`config.mk`:
```
export PLATFORM = sky130hd
export DESIGN_NAME = xbm_text_bitmap_decoder_core
export DESIGN_NICKNAME = d
export VERILOG_FILES = /design/src/hdl/xbm_pkg.sv /design/src/hdl/xbm_text_bitmap_decoder_core.sv /design/src/hdl/xbm_front.sv /design/src/hdl/xbm_queue.sv /design/src/hdl/xbm_back.sv
export SDC_FILE = /design/constraint.sdc
export NUM_CORES = 1
export LEC_CHECK = 0
export BUFFER_PORTS_ARGS = -buffer_cell sky130_fd_sc_hd__buf_2
export CELL_PAD_IN_SITES_DETAIL_PLACEMENT = 1
export CELL_PAD_IN_SITES_GLOBAL_PLACEMENT = 1
export CORE_MARGIN = 10
export CORE_UTILIZATION = 45
export CTS_CLUSTER_SIZE = 14
export DETAILED_ROUTE_END_ITERATION = 10
export GPL_ROUTABILITY_DRIVEN = 0
export MAX_ROUTING_LAYER = met4
export PLACE_DENSITY = 0.86
export SLEW_MARGIN = 10
export SYNTH_ARGS = -nofsm -noshare
export SYNTH_HDL_FRONTEND = slang
export SYNTH_HIERARCHICAL = 1
export SYNTH_SLANG_ARGS = --single-unit
```
`constraint.sdc`:
```
create_clock -name clk -period 7.19 [get_ports clk]
set_clock_uncertainty 0.2 [all_clocks]
set_input_delay 0.3595 -clock clk [delete_from_list [all_inputs] [get_ports clk]]
set_output_delay 0.3595 -clock clk [all_outputs]
set_load 0.01 [all_outputs]
```
`src/hdl/xbm_pkg.sv`:
```
// ----------------------------------------------------------------------------
// xbm_pkg
// Shared types and constants of the XBM text bitmap decoder.
// ----------------------------------------------------------------------------
`default_nettype none
package xbm_pkg;

  typedef enum logic [3:0] {
    M_BETWEEN, M_SLASH, M_COMMENT, M_CSTAR, M_WORD, M_SIGN, M_ZERO,
    M_HEXSTART, M_DIGITS, M_DKEY, M_DGAP1, M_DNAME, M_DGAP2
  } lex_mode_t;

  typedef enum logic [1:0] {
    K_HEADER = 2'd0, K_PIXEL = 2'd1, K_ERROR = 2'd2, K_DONE = 2'd3
  } kind_t;

  localparam logic [2:0] E_EARLY = 3'd0;
  localparam logic [2:0] E_CHAR  = 3'd1;
  localparam logic [2:0] E_WORD  = 3'd2;
  localparam logic [2:0] E_DIR   = 3'd3;
  localparam logic [2:0] E_FILE  = 3'd4;
  localparam logic [2:0] E_SIZE  = 3'd5;

  localparam logic [63:0] KW_STATIC   = 64'h737461746963;
  localparam logic [63:0] KW_UNSIGNED = 64'h756E7369676E6564;
  localparam logic [63:0] KW_CHAR     = 64'h63686172;
  localparam logic [63:0] KW_SHORT    = 64'h73686F7274;
  localparam logic [55:0] SFX_BITS    = 56'h62697473;
  localparam logic [55:0] SFX_WIDTH   = 56'h7769647468;
  localparam logic [55:0] SFX_HEIGHT  = 56'h686569676874;

  // job handed from the front to the back
  typedef struct packed {
    kind_t       kind;
    logic [2:0]  err;
    logic [15:0] bits;
    logic [4:0]  count;
    logic        last;
  } job_t;

  function automatic logic [3:0] digit_of(input logic [7:0] c);
    logic [3:0] d;
    d = 4'd0;
    if (c >= 8'h30 && c <= 8'h39) d = 4'(c - 8'h30);
    else if (c >= 8'h61 && c <= 8'h66) d = 4'(c - 8'h57);
    else if (c >= 8'h41 && c <= 8'h46) d = 4'(c - 8'h37);
    return d;
  endfunction

  function automatic logic is_hex(input logic [7:0] c);
    return (c >= 8'h30 && c <= 8'h39) || (c >= 8'h61 && c <= 8'h66) ||
           (c >= 8'h41 && c <= 8'h46);
  endfunction

  function automatic logic is_ident(input logic [7:0] c);
    return (c >= 8'h61 && c <= 8'h7a) || (c >= 8'h41 && c <= 8'h5a) ||
           (c >= 8'h30 && c <= 8'h39) || c == 8'h5f || c == 8'h24;
  endfunction

endpackage
`default_nettype wire

```
`src/hdl/xbm_text_bitmap_decoder_core.sv`:
```
// ----------------------------------------------------------------------------
// xbm_text_bitmap_decoder_core
// XBM text decoder: characters in, header, pixel, error and done items out.
// ----------------------------------------------------------------------------
//   channel | handshake      | payload
//   in      | push/full      | in_text_char, in_end_of_text
//   out     | empty/pop      | out_kind .. out_last
// A character is accepted, then handled in a lexer step, plus a rescan step
// after a token end and a multiply step for each digit after the first.
// A number emits up to 16 pixels, one per cycle while out is popped.
// full rises while the lexer is busy or the two-entry job queue is full.
// Reset is synchronous and active low; no clearing pass.
`default_nettype none
module xbm_text_bitmap_decoder_core #(
  parameter int DIM_BITS   = 16,
  parameter int NAME_LIMIT = 255
) (
  input  wire logic        clk,
  input  wire logic        rst_n,
  input  wire logic        push,
  output logic             full,
  input  wire logic [7:0]  in_text_char,
  input  wire logic        in_end_of_text,
  output logic             empty,
  input  wire logic        pop,
  output logic [1:0]       out_kind,
  output logic             out_is_foreground,
  output logic [15:0]      out_image_width,
  output logic [15:0]      out_image_height,
  output logic [2:0]       out_error_code,
  output logic             out_last
);

  xbm_pkg::job_t fj, qj;
  logic fv, qfull, qempty, qrd;
  logic [15:0] fw, fh, qw, qh;

  xbm_front #(.DIM_BITS(DIM_BITS), .NAME_LIMIT(NAME_LIMIT)) u_front (
    .clk(clk), .rst_n(rst_n), .in_push(push), .in_full(full),
    .in_text_char(in_text_char), .in_end_of_text(in_end_of_text),
    .job_valid(fv), .job(fj), .job_full(qfull), .hdr_width(fw), .hdr_height(fh)
  );

  xbm_queue u_queue (
    .clk(clk), .rst_n(rst_n), .wr(fv), .wdata(fj), .wwidth(fw), .wheight(fh),
    .full(qfull), .rd(qrd), .empty(qempty), .rdata(qj), .rwidth(qw), .rheight(qh)
  );

  xbm_back u_back (
    .clk(clk), .rst_n(rst_n), .job_empty(qempty), .job(qj), .job_width(qw),
    .job_height(qh), .job_rd(qrd), .out_empty(empty), .out_pop(pop),
    .out_kind(out_kind), .out_is_foreground(out_is_foreground),
    .out_image_width(out_image_width), .out_image_height(out_image_height),
    .out_error_code(out_error_code), .out_last(out_last)
  );

endmodule
`default_nettype wire

```
`src/hdl/xbm_front.sv`:
```
// ----------------------------------------------------------------------------
// xbm_front
// Lexer and grammar: takes one character and pushes up to two jobs.
// ----------------------------------------------------------------------------
`default_nettype none
module xbm_front #(
  parameter int DIM_BITS   = 16,
  parameter int NAME_LIMIT = 255
) (
  input  wire logic         clk,
  input  wire logic         rst_n,
  input  wire logic         in_push,
  output logic              in_full,
  input  wire logic [7:0]   in_text_char,
  input  wire logic         in_end_of_text,
  output logic              job_valid,
  output xbm_pkg::job_t     job,
  input  wire logic         job_full,
  output logic [15:0]       hdr_width,
  output logic [15:0]       hdr_height
);

  localparam logic [31:0] DIM_MAX = 32'((64'd1 << DIM_BITS) - 64'd1);

  xbm_pkg::lex_mode_t mode_r, mode_nxt;
  logic [31:0] num_r, num_nxt;
  logic [2:0]  bs_r, bs_nxt;
  logic [63:0] head_r, head_nxt;
  logic [55:0] sfx_r, sfx_nxt;
  logic [8:0]  len_r, len_nxt;
  logic [3:0]  gp_r, gp_nxt;
  logic [1:0]  dt_r, dt_nxt;
  logic [DIM_BITS-1:0] sw_r, sw_nxt, rows_r, rows_nxt, col_r, col_nxt;
  logic        short_r, short_nxt;
  logic        stop_r, stop_nxt;
  // character waiting for the lexer, new or retried after a token end
  logic        hold_r, hold_nxt;
  logic [7:0]  ch_r, ch_nxt;
  logic        eot_r, eot_nxt;
  // multiply stage for digits
  logic        mul_r, mul_nxt;
  logic [31:0] prod_r;
  logic [3:0]  dig_r;

  logic [7:0]  c;
  logic        busy, again;
  logic [31:0] v, prod_in;
  logic [4:0]  base;
  logic [3:0]  d;
  logic [DIM_BITS-1:0] rem, nbits;
  logic [3:0]  wcode;
  // the rescan of the terminator after a number emits nothing
  logic        tail_quiet;

  assign busy    = hold_r || mul_r;
  assign in_full = busy || job_full;
  assign c       = ch_r;
  assign hdr_width  = 16'(sw_r);
  assign hdr_height = 16'(rows_r);

  always_ff @(posedge clk) begin
    prod_r <= num_r * 32'(base);
    dig_r  <= d;
  end

  function automatic logic [55:0] push_sfx(input logic [55:0] s, input logic [7:0] ch);
    return (ch == 8'h5f) ? 56'd0 : {s[47:0], ch};
  endfunction

  function automatic logic [DIM_BITS-1:0] dimv(input logic [31:0] x);
    return (x >= 32'd1 && x <= DIM_MAX) ? DIM_BITS'(x) : '0;
  endfunction

  always_comb begin
    mode_nxt = mode_r; num_nxt = num_r; bs_nxt = bs_r; head_nxt = head_r;
    sfx_nxt = sfx_r; len_nxt = len_r; gp_nxt = gp_r; dt_nxt = dt_r;
    sw_nxt = sw_r; rows_nxt = rows_r; col_nxt = col_r; short_nxt = short_r;
    stop_nxt = stop_r; hold_nxt = 1'b0; ch_nxt = ch_r; eot_nxt = eot_r;
    mul_nxt = 1'b0;
    job_valid = 1'b0;
    job = '{kind: xbm_pkg::K_PIXEL, err: xbm_pkg::E_EARLY, bits: 16'd0, count: 5'd0,
            last: 1'b1};
    again = 1'b0;
    v = (bs_r[2]) ? 32'd0 - num_r : num_r;
    base = bs_r[1] ? 5'd16 : (bs_r[0] ? 5'd8 : 5'd10);
    d = xbm_pkg::digit_of(c);
    prod_in = prod_r + 32'(dig_r);
    rem = sw_r - col_r;
    nbits = short_r ? DIM_BITS'(16) : DIM_BITS'(8);
    if (nbits > rem) nbits = rem;
    tail_quiet = (c <= 8'd32) || c == "/" || c == "-" || c == "+" ||
                 xbm_pkg::is_ident(c) ||
                 (c == "," && !((col_r + nbits) >= sw_r && rows_r == DIM_BITS'(1)));
    wcode = 4'd0;
    if (len_r == 9'd6 && head_r == xbm_pkg::KW_STATIC) wcode = 4'd1;
    else if (len_r == 9'd8 && head_r == xbm_pkg::KW_UNSIGNED) wcode = 4'd2;
    else if (len_r == 9'd4 && head_r == xbm_pkg::KW_CHAR) wcode = 4'd3;
    else if (len_r == 9'd5 && head_r == xbm_pkg::KW_SHORT) wcode = 4'd4;
    else if (sfx_r == xbm_pkg::SFX_BITS) wcode = 4'd5;

    if (mul_r) begin
      num_nxt = prod_in;
    end else if (in_push && !in_full) begin
      ch_nxt = in_text_char;
      eot_nxt = in_end_of_text;
      hold_nxt = !stop_r;
    end

    if (hold_r && !job_full) begin
      if (eot_r) begin
        job_valid = 1'b1; job.kind = xbm_pkg::K_ERROR; job.err = xbm_pkg::E_EARLY;
        stop_nxt = 1'b1;
      end else begin
        case (mode_r)
          xbm_pkg::M_BETWEEN: begin
            if (c <= 8'd32) begin
            end else if (c == "/") mode_nxt = xbm_pkg::M_SLASH;
            else if (c == "#") begin
              if (gp_r >= 4'd9) begin
                job_valid = 1'b1; job.kind = xbm_pkg::K_ERROR; job.err = xbm_pkg::E_DIR;
              end else begin
                mode_nxt = xbm_pkg::M_DKEY; len_nxt = 9'd0;
              end
            end else if (c == "-" || c == "+" || (c >= "0" && c <= "9")) begin
              num_nxt = 32'd0; bs_nxt = 3'd0;
              if (c == "-" || c == "+") begin
                if (c == "-") bs_nxt = 3'd4;
                mode_nxt = xbm_pkg::M_SIGN;
              end else if (c == "0") mode_nxt = xbm_pkg::M_ZERO;
              else begin
                num_nxt = 32'(c - 8'h30); mode_nxt = xbm_pkg::M_DIGITS;
              end
            end else if (c == "{" || c == "}" || c == ";" || c == "=" || c == "[" ||
                         c == "]" || c == ",") begin
              job.kind = xbm_pkg::K_ERROR; job.err = xbm_pkg::E_FILE;
              job_valid = 1'b1;
              if (c == "[" && gp_r == 4'd4) begin gp_nxt = 4'd5; job_valid = 1'b0; end
              else if (c == "]" && (gp_r == 4'd5 || gp_r == 4'd6)) begin
                gp_nxt = 4'd7; job_valid = 1'b0;
              end else if (c == "=" && gp_r == 4'd7) begin
                gp_nxt = 4'd8; job_valid = 1'b0;
              end else if (c == "{" && gp_r == 4'd8) begin
                if (sw_r == '0 || rows_r == '0) job.err = xbm_pkg::E_SIZE;
                else begin
                  job.kind = xbm_pkg::K_HEADER; col_nxt = '0; gp_nxt = 4'd9;
                end
              end else if ((c == "," || c == "}") && gp_r == 4'd10) begin
                job_valid = 1'b0;
                gp_nxt = 4'd9;
                if (col_r >= sw_r) begin
                  col_nxt = '0;
                  rows_nxt = rows_r - DIM_BITS'(1);
                  if (rows_r == DIM_BITS'(1)) begin
                    job_valid = 1'b1; job.kind = xbm_pkg::K_DONE;
                  end
                end
                if (c == "}" && !job_valid) job_valid = 1'b1;
              end
            end else if (xbm_pkg::is_ident(c)) begin
              head_nxt = 64'(c); sfx_nxt = push_sfx(56'd0, c); len_nxt = 9'd1;
              mode_nxt = xbm_pkg::M_WORD;
            end else begin
              job_valid = 1'b1; job.kind = xbm_pkg::K_ERROR; job.err = xbm_pkg::E_CHAR;
            end
          end
          xbm_pkg::M_SLASH: begin
            if (c == "*") mode_nxt = xbm_pkg::M_COMMENT;
            else begin
              job_valid = 1'b1; job.kind = xbm_pkg::K_ERROR; job.err = xbm_pkg::E_CHAR;
            end
          end
          xbm_pkg::M_COMMENT: if (c == "*") mode_nxt = xbm_pkg::M_CSTAR;
          xbm_pkg::M_CSTAR: begin
            if (c == "/") mode_nxt = xbm_pkg::M_BETWEEN;
            else if (c != "*") mode_nxt = xbm_pkg::M_COMMENT;
          end
          xbm_pkg::M_WORD: begin
            if (!xbm_pkg::is_ident(c)) begin
              mode_nxt = xbm_pkg::M_BETWEEN;
              job.kind = xbm_pkg::K_ERROR; job.err = xbm_pkg::E_FILE;
              if (wcode == 4'd0) begin job_valid = 1'b1; job.err = xbm_pkg::E_WORD; end
              else if (gp_r <= 4'd2 && (wcode == 4'd3 || wcode == 4'd4)) begin
                short_nxt = wcode == 4'd4; gp_nxt = 4'd3; again = 1'b1;
              end else if (gp_r == 4'd0 && wcode == 4'd1) begin
                gp_nxt = 4'd1; again = 1'b1;
              end else if (gp_r <= 4'd1 && wcode == 4'd2) begin
                gp_nxt = 4'd2; again = 1'b1;
              end else if (gp_r == 4'd3 && wcode == 4'd5) begin
                gp_nxt = 4'd4; again = 1'b1;
              end else job_valid = 1'b1;
            end else if (len_r >= 9'(NAME_LIMIT)) begin
              job_valid = 1'b1; job.kind = xbm_pkg::K_ERROR; job.err = xbm_pkg::E_WORD;
            end else begin
              if (len_r < 9'd8) head_nxt = {head_r[55:0], c};
              sfx_nxt = push_sfx(sfx_r, c); len_nxt = len_r + 9'd1;
            end
          end
          xbm_pkg::M_SIGN: begin
            if (c >= "0" && c <= "9") begin
              if (c == "0") mode_nxt = xbm_pkg::M_ZERO;
              else begin
                num_nxt = 32'(c - 8'h30); mode_nxt = xbm_pkg::M_DIGITS;
              end
            end else begin
              job_valid = 1'b1; job.kind = xbm_pkg::K_ERROR;
              job.err = (dt_r != 2'd0) ? xbm_pkg::E_DIR : xbm_pkg::E_CHAR;
            end
          end
          xbm_pkg::M_ZERO, xbm_pkg::M_HEXSTART, xbm_pkg::M_DIGITS: begin
            if (mode_r == xbm_pkg::M_ZERO && (c == "x" || c == "X")) begin
              bs_nxt = bs_r | 3'd2; mode_nxt = xbm_pkg::M_HEXSTART;
            end else if (mode_r == xbm_pkg::M_ZERO && c >= "0" && c <= "7") begin
              bs_nxt = bs_r | 3'd1; num_nxt = 32'(c - 8'h30); mode_nxt = xbm_pkg::M_DIGITS;
            end else if (mode_r == xbm_pkg::M_HEXSTART && xbm_pkg::is_hex(c)) begin
              num_nxt = 32'(d); mode_nxt = xbm_pkg::M_DIGITS;
            end else if (mode_r == xbm_pkg::M_DIGITS && xbm_pkg::is_hex(c) &&
                         5'(d) < base) begin
              mul_nxt = 1'b1;
            end else begin
              mode_nxt = xbm_pkg::M_BETWEEN;
              again = 1'b1;
              if (dt_r != 2'd0) begin
                if (dt_r == 2'd2) sw_nxt = dimv(v);
                else if (dt_r == 2'd3) rows_nxt = dimv(v);
                dt_nxt = 2'd0;
              end else if (gp_r == 4'd5) gp_nxt = 4'd6;
              else if (gp_r == 4'd9) begin
                if (nbits != '0) begin
                  job_valid = 1'b1; job.kind = xbm_pkg::K_PIXEL;
                  job.bits = v[15:0]; job.count = 5'(nbits);
                  job.last = tail_quiet;
                end
                col_nxt = col_r + nbits; gp_nxt = 4'd10;
              end else begin
                again = 1'b0;
                job_valid = 1'b1; job.kind = xbm_pkg::K_ERROR; job.err = xbm_pkg::E_FILE;
              end
            end
          end
          xbm_pkg::M_DKEY: begin
            if (len_r < 9'd6 && c == 8'("define" >> (8 * (5 - 32'(len_r))))) begin
              len_nxt = len_r + 9'd1;
              if (len_r == 9'd5) mode_nxt = xbm_pkg::M_DGAP1;
            end else begin
              job_valid = 1'b1; job.kind = xbm_pkg::K_ERROR; job.err = xbm_pkg::E_DIR;
            end
          end
          xbm_pkg::M_DGAP1: begin
            if (c > 8'd32) begin
              sfx_nxt = push_sfx(56'd0, c); len_nxt = 9'd1; mode_nxt = xbm_pkg::M_DNAME;
            end
          end
          xbm_pkg::M_DNAME: begin
            if (c <= 8'd32) begin
              dt_nxt = (sfx_r == xbm_pkg::SFX_WIDTH) ? 2'd2 :
                       ((sfx_r == xbm_pkg::SFX_HEIGHT) ? 2'd3 : 2'd1);
              mode_nxt = xbm_pkg::M_DGAP2;
            end else if (len_r >= 9'(NAME_LIMIT)) begin
              job_valid = 1'b1; job.kind = xbm_pkg::K_ERROR; job.err = xbm_pkg::E_DIR;
            end else begin
              sfx_nxt = push_sfx(sfx_r, c); len_nxt = len_r + 9'd1;
            end
          end
          xbm_pkg::M_DGAP2: begin
            if (c <= 8'd32) begin
            end else if (c == "-" || c == "+" || (c >= "0" && c <= "9")) begin
              num_nxt = 32'd0; bs_nxt = 3'd0;
              if (c == "-" || c == "+") begin
                if (c == "-") bs_nxt = 3'd4;
                mode_nxt = xbm_pkg::M_SIGN;
              end else if (c == "0") mode_nxt = xbm_pkg::M_ZERO;
              else begin
                num_nxt = 32'(c - 8'h30); mode_nxt = xbm_pkg::M_DIGITS;
              end
            end else begin
              job_valid = 1'b1; job.kind = xbm_pkg::K_ERROR; job.err = xbm_pkg::E_DIR;
            end
          end
          default: mode_nxt = xbm_pkg::M_BETWEEN;
        endcase
        if (job_valid && (job.kind == xbm_pkg::K_ERROR || job.kind == xbm_pkg::K_DONE))
          stop_nxt = 1'b1;
        if (again && !stop_nxt) hold_nxt = 1'b1;
      end
    end else if (hold_r) begin
      hold_nxt = 1'b1;
    end
  end

  always_ff @(posedge clk) begin
    if (!rst_n) begin
      mode_r <= xbm_pkg::M_BETWEEN; num_r <= '0; bs_r <= '0; head_r <= '0;
      sfx_r <= '0; len_r <= '0; gp_r <= '0; dt_r <= '0; sw_r <= '0;
      rows_r <= '0; col_r <= '0; short_r <= 1'b0; stop_r <= 1'b0;
      hold_r <= 1'b0; mul_r <= 1'b0;
    end else begin
      mode_r <= mode_nxt; num_r <= num_nxt; bs_r <= bs_nxt; head_r <= head_nxt;
      sfx_r <= sfx_nxt; len_r <= len_nxt; gp_r <= gp_nxt; dt_r <= dt_nxt;
      sw_r <= sw_nxt; rows_r <= rows_nxt; col_r <= col_nxt; short_r <= short_nxt;
      stop_r <= stop_nxt; hold_r <= hold_nxt; mul_r <= mul_nxt;
    end
    ch_r  <= ch_nxt;
    eot_r <= eot_nxt;
  end

endmodule
`default_nettype wire

```
`src/hdl/xbm_queue.sv`:
```
// ----------------------------------------------------------------------------
// xbm_queue
// Two-entry job queue between front and back.
// ----------------------------------------------------------------------------
`default_nettype none
module xbm_queue (
  input  wire logic          clk,
  input  wire logic          rst_n,
  input  wire logic          wr,
  input  wire xbm_pkg::job_t wdata,
  input  wire logic [15:0]   wwidth,
  input  wire logic [15:0]   wheight,
  output logic               full,
  input  wire logic          rd,
  output logic               empty,
  output xbm_pkg::job_t      rdata,
  output logic [15:0]        rwidth,
  output logic [15:0]        rheight
);

  xbm_pkg::job_t mem_r [2];
  logic [15:0] w_r [2];
  logic [15:0] h_r [2];
  logic wp_r, rp_r;
  logic [1:0] cnt_r;

  assign full  = cnt_r == 2'd2;
  assign empty = cnt_r == 2'd0;
  assign rdata = mem_r[rp_r];
  assign rwidth = w_r[rp_r];
  assign rheight = h_r[rp_r];

  always_ff @(posedge clk) begin
    if (wr) begin
      mem_r[wp_r] <= wdata;
      w_r[wp_r] <= wwidth;
      h_r[wp_r] <= wheight;
    end
    if (!rst_n) begin
      wp_r <= 1'b0; rp_r <= 1'b0; cnt_r <= 2'd0;
    end else begin
      if (wr) wp_r <= !wp_r;
      if (rd) rp_r <= !rp_r;
      cnt_r <= cnt_r + 2'(wr) - 2'(rd);
    end
  end

endmodule
`default_nettype wire

```
`src/hdl/xbm_back.sv`:
```
// ----------------------------------------------------------------------------
// xbm_back
// Expands a job into result items, one per cycle while out is free or popped.
// ----------------------------------------------------------------------------
`default_nettype none
module xbm_back (
  input  wire logic          clk,
  input  wire logic          rst_n,
  input  wire logic          job_empty,
  input  wire xbm_pkg::job_t job,
  input  wire logic [15:0]   job_width,
  input  wire logic [15:0]   job_height,
  output logic               job_rd,
  output logic               out_empty,
  input  wire logic          out_pop,
  output logic [1:0]         out_kind,
  output logic               out_is_foreground,
  output logic [15:0]        out_image_width,
  output logic [15:0]        out_image_height,
  output logic [2:0]         out_error_code,
  output logic               out_last
);

  logic       v_r;
  logic [4:0] idx_r, idx_nxt;
  logic       load, fin;

  assign out_empty = !v_r;
  assign load = !job_empty && (!v_r || out_pop);
  assign fin  = (job.kind != xbm_pkg::K_PIXEL) || (idx_r + 5'd1 >= job.count);
  assign job_rd = load && fin;
  assign idx_nxt = fin ? 5'd0 : idx_r + 5'd1;

  always_ff @(posedge clk) begin
    if (load) begin
      out_kind          <= job.kind;
      out_is_foreground <= (job.kind == xbm_pkg::K_PIXEL) ? job.bits[idx_r[3:0]] : 1'b0;
      out_image_width   <= (job.kind == xbm_pkg::K_HEADER) ? job_width : 16'd0;
      out_image_height  <= (job.kind == xbm_pkg::K_HEADER) ? job_height : 16'd0;
      out_error_code    <= (job.kind == xbm_pkg::K_ERROR) ? job.err : 3'd0;
      out_last          <= fin && job.last;
    end
    if (!rst_n) begin
      v_r <= 1'b0; idx_r <= 5'd0;
    end else begin
      if (load) begin
        v_r <= 1'b1; idx_r <= idx_nxt;
      end else if (out_pop) v_r <= 1'b0;
    end
  end

endmodule
`default_nettype wire

```
## Yosys cells after proc, flatten, opt, wreduce, memory -nomap -nowiden

Memory sizes are Yosys's and may differ from the RTL's. A register that Yosys moved wholly into a read port is not among the register bits.
Index checks and enable logic that the tools add are counted.

| storage, ports and cells | value |
|---|---|
| output and inout bits | 41 |
| logic and storage cells | 626 |
| bits of input ports | 13 |
| memories kept | 3 |
| bits in writable memories | 118 |
| register bits after elaboration | 288 |

Memories:

| name | depth | bits a word | rd ports | clocked after memory_dff | write ports | line | RTL |
|---|---|---|---|---|---|---|---|
| u_queue.mem_r | 2 | 27 | 1 | 1 | 1 | xbm_queue.sv:21 | `xbm_pkg::job_t mem_r [2];` |
| u_queue.h_r | 2 | 16 | 1 | 1 | 1 | xbm_queue.sv:23 | `logic [15:0] h_r [2];` |
| u_queue.w_r | 2 | 16 | 1 | 1 | 1 | xbm_queue.sv:22 | `logic [15:0] w_r [2];` |

| cells by class | value |
|---|---|
| shift operators | 1 |
| add/sub/neg operators | 14 |
| magnitude comparators | 25 |
| $mul | 1 |
| eq/ne operators | 120 |
| bitwise operators | 11 |
| reduce and logical (&&, ||, !) cells | 111 |
| muxes and demuxes | 310 |

Operator list:

| cell | count |
|---|---|
| two-way mux 16 bit | 39 |
| two-way mux 56 bit | 11 |
| two-way mux 64 bit | 9 |
| two-way mux 32 bit | 16 |
| two-way mux 4 bit | 56 |
| case mux 56 bit (4 select lines) | 1 |
| two-way mux 27 bit | 7 |
| case mux 32 bit (4 select lines) | 1 |
| case mux 64 bit (2 select lines) | 1 |
| two-way mux 5 bit | 25 |
| two-way mux 9 bit | 12 |
| two-way mux 1 bit | 90 |
| two-way mux 22 bit | 4 |
| == test 8 x 6 -> 1 bit (second input constant) | 10 |
| == test 64 x 31 -> 1 bit (second input constant) | 1 |
| == test 64 x 39 -> 1 bit (second input constant) | 1 |
| == test 64 x 47 -> 1 bit (second input constant) | 1 |
| == test 64 x 63 -> 1 bit (second input constant) | 1 |
| case mux 16 bit (2 select lines) | 2 |
| == test 56 x 31 -> 1 bit (second input constant) | 1 |
| == test 56 x 39 -> 1 bit (second input constant) | 1 |
| == test 56 x 47 -> 1 bit (second input constant) | 1 |
| == test 8 x 7 -> 1 bit (second input constant) | 7 |
| right shift 47 x 32 -> 8 bit (first input constant) | 1 |
| other kinds (89) | 294 |

## Longest topological paths before layout

Gate-level depths: netlist of the first run.

| logic depth | value |
|---|---|
| depth in word-level cells | 41 |
| gate-level depth with buffers | 33 |
| mapped depth without buffers | 33 |

## By module

Netlist of the first run, hierarchy kept.

Modules (own cells, without submodules):

| module | area an instance (um^2) | seq. area each (um^2) | times used | cells an instance |
|---|---|---|---|---|
| xbm_front | 19404.9 | 5495.3 | 1 | 2570 |
| xbm_queue | 4528.1 | 3643.5 | 1 | 205 |
| xbm_back | 1998.2 | 1291.2 | 1 | 146 |

## Worst setup path after synthesis of the first run

No wires, ideal clock.

| timing | value |
|---|---|
| path type | flip-flop to flip-flop |
| from | register u_front.sw_r[0], in the netlist u_front/hdr_width[0] |
| to | memory u_queue/mem_r[0][0] (netlist name), data pin |
| buffers on the path | 0 |
| cell stages (with the launch flop) | 33 |
| period minus slack after synthesis | 6.837 ns |
| required time | 6.720 ns |
| slack | 0.353 ns |
| setup time | 0.270 ns |
| data arrival time | 6.367 ns |
| cell sequence | dfxtp_1 inv_1 ha_1 inv_1 fa_1 a21o_1 a21oi_1 xnor2_1 inv_1 ha_1 a21oi_1 a311oi_1 o2111ai_1 a2111oi_0 or4b_1 a2111o_1 inv_2 nor2_1 a21o_1 ha_1 or3_1 o21ai_0 a211oi_1 o31ai_1 o21ai_0 a21o_1 a21oi_1 xnor2_1 ha_1 nand3_1 a21oi_1 nand4b_1 or3_1 |

RTL lines:

| element | line | RTL |
|---|---|---|
| start: declaration | xbm_front.sv:33 | `logic [DIM_BITS-1:0] sw_r, sw_nxt, rows_r, rows_nxt, col_r, col_nxt;` |
| start signal: assignment | xbm_front.sv:299 | `sw_r <= sw_nxt; rows_r <= rows_nxt; col_r <= col_nxt; short_r <= short_nxt;` |
| end: declaration | xbm_queue.sv:21 |  |

==> results.cfg, run 1 <==
[worst_setup_path]
critical_path_arrival_ps = 7630
slowest_stage = or4b_4
required_ps = 7340
cp_max_fo = 4
path_common_cell = inv_2
crit_type = reg -> reg
slowest_delay_ps = 510
startpoint_type = flip-flop
endpoint_kind = flip-flop

[synthesis]
synth-seq-cells = 438
netlist_instances = 2921
syn-cell-area_um2 = 25900
ys_types = 94
synth_warnings = 6
seq_area_frac_synth_pct = 40.2
synth_ff_type = dfxtp_1
synth-edff-count = 166
syn_area_per_cell_um2 = 8.88
async_flop_share_pct = 0

[detailed_routing]
wirelength_um = 84600
routed_via_density = 6.23
drc_errors = 0
wire_per_inst_um = 22.8
route.vias.total = 23162
firstDrtPassIters = 5
antenna_left = 0
first_iter_violations = 2030

[finish]
area_delta_synth_final_pct = 11.4
finalNetCount = 3106
drive_above_1_share_pct = 12.5
n_antenna_cell = 0
final_cells = 3718

[clock_tree]
cts_tree = done
cts_root_buffer = clkbuf_16
cts_buffers = 46
cts_buffer_depth = 3
cts.sinks = 438
clk_pin_slew_ps = 70
htreeDepth = 2
worstSkewPairLatency_ps = 620

[hold_path]
hp-class = in -> reg

[outcome]
violations = setup timing
status = complete, but fails checks

[sta]
slew_viol_final = 0
period_minus_slack_ps = 7480
slew-limit-headroom_pct = 19.8
rsz0062_at_grt = yes
setup_ws_ps = -292
tns_ps = -583
tightestPinTransition_ps = 1190
finalSetupViolations = 2
fmax_mhz = 134
hold_viol = 0
finalCritPeriodShare_pct = 104
holdWs_ps = 220

[grt]
grt_pass1_wl_um = 132000
grt_pass1_vias = 23914
track_usage_pct = 24.7
antenna_found_initial = 0
overflow = 0
grt_max_degree = 105

[floorplanning]
ios = 54
dieWidth_um = 260
core-area_um2 = 56700
start_util_pct = 45.7
die_h_um = 260
die_area_um2 = 67600
rows = 87

[power_and_ir_drop]
p_leak_nw = 10.8
ir_drop_uv = 246
power_density_nw_per_um2 = 235

[placed_design]
dp.cells = 3601
hpwl_um = 57300
io_buffers = 53

[run]
maxCapViolations = 0
-- timing repair --
| action | in CTS | in global routing |
|---|---|---|
| setup buffers | 16 | 8 |
| gates cloned | 0 | 0 |
| hold buffers | 10 | 0 |
| pin swaps | 30 | 26 |
| gates resized for setup | 28 | 11 |
| endpoints found under the hold margin | 10 | 0 |
| endpoints found under the setup margin | 3 | 3 |
-- layer usage --
metal  GRT usage (%)  vias up  routed length (µm)
met5               -        -                   0
met1            29.4    11433               34600
met4            10.4        0                3570
met2            41.2      930               41100
met3            3.73      238                5370
li1                -    10561                   -
-- layout make-up --
cell class	instances	area, µm²
Clock inverter	22	259
Sequential cell	438	10400
Timing Repair Buffer	144	1010
Inverter	88	333
Multi-Input combinational cell	2210	14600
Tap cell	756	946
Fill cell	6502	27800
Clock buffer	60	1280
-- through the flow --
step	area [µm²]	util [%]	setup WS (ps)	total power, mW
2_1_floorplan	26000	-	353	3.89
5_1_grt	28900	51.0	-623	7.07
4_1_cts	28800	50.7	-91.3	6.82
6_report	28900	51.0	-292	6.79
3_3_place_gp	26900	47.4	-11.7	4.26
3_5_place_dp	26900	47.4	-562	4.34
-- cells in the mapped netlist (all sizes together) (41+ instances only) --
cell	count	area share (%)
nand2	305	4.4
dfxtp	272	21
a21oi	256	4.9
nor2	240	3.5
nand3	179	3.5
clkbuf	168	2.4
edfxtp	166	19
ha	160	7.7
o21ai	99	1.9
mux2	95	4.3
inv	88	1.3
and2	77	1.9
nor3	70	1.4
xnor2	64	2.2
a211oi	48	1.4
xor2	44	1.5
nor4	41	1.1
-- cell families (layout without fill, tap and decap cells) --
group / count (synthesis) / count (layout) / synth area share (%)
AOI/OAI and AO/OA: 632 / 632 / 15.3
xor gates and xnor gates: 109 / 109 / 3.73
adders and majority gates: 166 / 166 / 8.14
buffers and inverters: 282 / 314 / 4.30
DFF: 438 / 438 / 40.2
muxes: 118 / 118 / 5.25
other: 2 / 11 / 0.0290
and+or+nand+nor: 1174 / 1174 / 23.0
-- final timing paths --
kind | startpoint | endpoint | slack (ps) | cells past startpoint
worst min-delay path | rst_n | u_front/bs_r[2] | 220 | 3
worst max-delay path | u_front/hdr_width[0] | u_queue/mem_r[0][0] | -290 | 34
worst max register to register | u_front/hdr_width[0] | u_queue/mem_r[0][0] | -290 | 34
worst min register to register | u_front/head_r[57] | u_front/head_r[57] | 260 | 2
-- placed cells by master, fill, tap and decap left out, types with 46 or more instances in the layout --
cell / count
o21ai_0: 88
and2_1: 76
xnor2_1: 62
inv_1: 81
dfxtp_1: 268
buf_2: 53
nand2_1: 304
clkbuf_16: 46
nand3_1: 179
a21oi_1: 249
edfxtp_1: 166
ha_1: 156
buf_4: 78
mux2_2: 78
nor2_1: 236
nor3_1: 67
-- state kept, by name, indices dropped and copies added, names as in the netlist, 31 cells and up, named ones only --
| signal | count |
|---|---|
| u_front/head_r | 64 |
| u_front/sfx_r | 56 |
| u_queue/mem_r | 54 |
| u_front/num_r | 32 |
| u_queue/h_r | 32 |
| u_queue/w_r | 32 |
| u_front/prod_r | 31 |
-- worst max-delay path, delay by kind of cell, from the launching register on --
family	cells	cell delay [ps]
AOI/OAI and AO/OA	13	2620
xor gates and xnor gates	2	310
adders and majority gates	6	1660
buffers and inverters	5	370
DFF	1	330
and+or+nand+nor	8	1720
-- power breakdown --
group | total, mW | switching (mW) | leakage, nW | internal (mW)
clock | 2.47 | 1.05 | 0.753 | 1.41
sequential | 3.01 | 0.175 | 3.73 | 2.83
combinational | 1.32 | 0.803 | 6.36 | 0.514
total | 6.79 | 2.03 | 10.8 | 4.76
(Power assumes the default switching activity.)
==> run 2, diff against run 1 <==
BUFFER_PORTS_ARGS = -buffer_cell sky130_fd_sc_hd__buf_4   (was -buffer_cell sky130_fd_sc_hd__buf_2)
PLACE_DENSITY = 0.74   (was 0.86)
==> run 2 against run 1 <==
  * The flow still finishes with violations (setup timing)
  * Setup slack worse by 7.7 ps
  * Global-route usage is 0.80 points lower
  * First-iteration DRC count is 28% lower
  * Non-clock buffer count is 19 higher
  * Register-to-register slack hardly changed
  * Utilization is 0.68 points higher
  * Power is 1.8% higher
  * Hold slack worse by 130 ps
  * Die area stayed put
  * Final cell count is 0.65% higher
  * Sequential power is 2% lower
  * Via count is 2.5% lower
==> results.cfg, run 2 (synthesis results as in run 1) <==
[outcome]
status = complete, but fails checks
violations = setup timing

[clock_tree]
worstSkewPairLatency_ps = 630
cts_root_buffer = clkbuf_16
clk_pin_slew_ps = 70
cts_tree = done
htreeDepth = 2
cts_buffers = 49
cts.sinks = 438
cts_buffer_depth = 3

[worst_setup_path]
critical_path_arrival_ps = 7640
startpoint_type = flip-flop
slowest_delay_ps = 500
required_ps = 7340
path_common_cell = inv_2
crit_type = reg -> reg
cp_max_fo = 4
endpoint_kind = flip-flop
slowest_stage = or4b_4

[grt]
grt_max_degree = 79
overflow = 0
track_usage_pct = 23.9
grt_pass1_vias = 23125
grt_pass1_wl_um = 128000
antenna_found_initial = 1

[finish]
regMostFlops = u_front/head_r
drive_above_1_share_pct = 13.1
final_common_cell = nand2_1
largest_reg_flops = 64
fin_area_um2 = 29300
n_fill_cell = 6526
area_delta_synth_final_pct = 12.9
finalNetCount = 3128
layout_common_cells = 303 x nand2_1, 268 x dfxtp_1, 248 x a21oi_1
largestRegisters = u_front/head_r (64), u_front/sfx_r (56), u_queue/mem_r (54)
n_antenna_cell = 0

[sta]
tns_ps = -598
rsz0062_at_grt = yes
setup_ws_ps = -299
period_minus_slack_ps = 7490
slew-limit-headroom_pct = 9.13
finalCritPeriodShare_pct = 104
finalSetupViolations = 2
fmax_mhz = 134
hold_viol = 0
slew_viol_final = 0
tightestPinTransition_ps = 1350

[power_and_ir_drop]
pwr-share-seq_pct = 42.8
switching_power_mw = 2.04
ir_drop_uv = 230
clockPowerShare_pct = 36.8
power_density_nw_per_um2 = 236
p_leak_nw = 11.0
switching_share_pct = 29.5
comb_power_share_pct = 20.4
p_int_mw = 4.88

[detailed_routing]
firstDrtPassIters = 5
route.vias.total = 22575
drc_errors = 0
first_iter_violations = 1462
routed_via_density = 6.03
antenna_left = 0
wire_per_inst_um = 21.7
wirelength_um = 81200

[placed_design]
io_buffers = 53
placedInstanceArea_um2 = 27200
hpwl_um = 57000

[floorplanning]
die_area_um2 = 67600
dieWidth_um = 260
start_util_pct = 45.7
ios = 54
rows = 87
die_h_um = 260
core-area_um2 = 56700

[hold_path]
hp-class = in -> reg

[run]
maxCapViolations = 0
==> run 2: cell types whose count changed in the layout (fill, tap and decap cells not counted), sizes merged <==
cell	before	now
buf	134	153
clkinv	13	16
inv	90	89
clkbuf	60	62
clkinvlp	3	4
==> run 2: final cells by class <==
type	count	area (µm²)	share of cell area, %
Clock inverter	25	294	1.00
Sequential cell	438	10400	35.6
Inverter	88	333	1.14
Clock buffer	62	1340	4.56
Tap cell	756	946	3.23
Multi-Input combinational cell	2210	14700	50.0
Timing Repair Buffer	163	1280	4.39
==> run 2: final timing paths <==
| path | cells past startpoint | start | end | slack [ps] |
|---|---|---|---|---|
| max | 34 | u_front/hdr_width[0] | u_queue/mem_r[0][0] | -300 |
| min | 3 | rst_n | u_front/hdr_height[14] | 90 |
| max reg2reg | 34 | u_front/hdr_width[0] | u_queue/mem_r[0][0] | -300 |
| min reg2reg | 2 | u_front/sfx_r[54] | u_front/sfx_r[54] | 260 |
==> run 2: through the flow <==
step                      cells  utilization [%]  power (mW)  worst slack [ps]  hold WS (ps)
after global placement     3619             47.9        4.35              -129           241
final                      3742             51.6        6.92              -299          86.9
after global routing       3742             51.6        7.22              -612           118
after floorplan            2930                -        3.89               353           232
after detailed placement   3619             47.9        4.40              -509           252
after CTS                  3735             51.4        6.98             -75.2          68.1
==> run 2: what timing repair did <==
item | in CTS | in global routing
cloned | 0 | 0
pin swaps | 29 | 22
setup endpoints to repair | 2 | 3
buffers inserted | 19 | 7
hold buffers | 10 | 0
hold endpoints to repair | 10 | 0
resized for setup | 31 | 13
==> run 2: layer usage <==
metal | global-route usage (%) | wire length [µm] | up-vias
li1 | - | - | 10589
met1 | 30.4 | 35700 | 11122
met2 | 38.7 | 38300 | 686
met3 | 3.27 | 4640 | 178
met4 | 7.88 | 2620 | 0
met5 | - | 0 | -
==> run 2: power by group through the flow <==
stage	clock (mW)	combinational (mW)	sequential, mW
floorplan	0	0.882	3.01
global placement	0	1.35	3.00
detailed placement	0	1.39	3.01
CTS	2.61	1.41	2.96
global route	2.71	1.53	2.98
finish	2.55	1.41	2.96
==> run 2: critical path: cells and delay by family, from the launching register on <==
family	cells	cell delay, ps
xor gates and xnor gates	2	350
adders and majority gates	5	1360
AOI/OAI and AO/OA	15	3020
DFF	1	330
buffers and inverters	7	690
and+or+nand+nor	5	1280
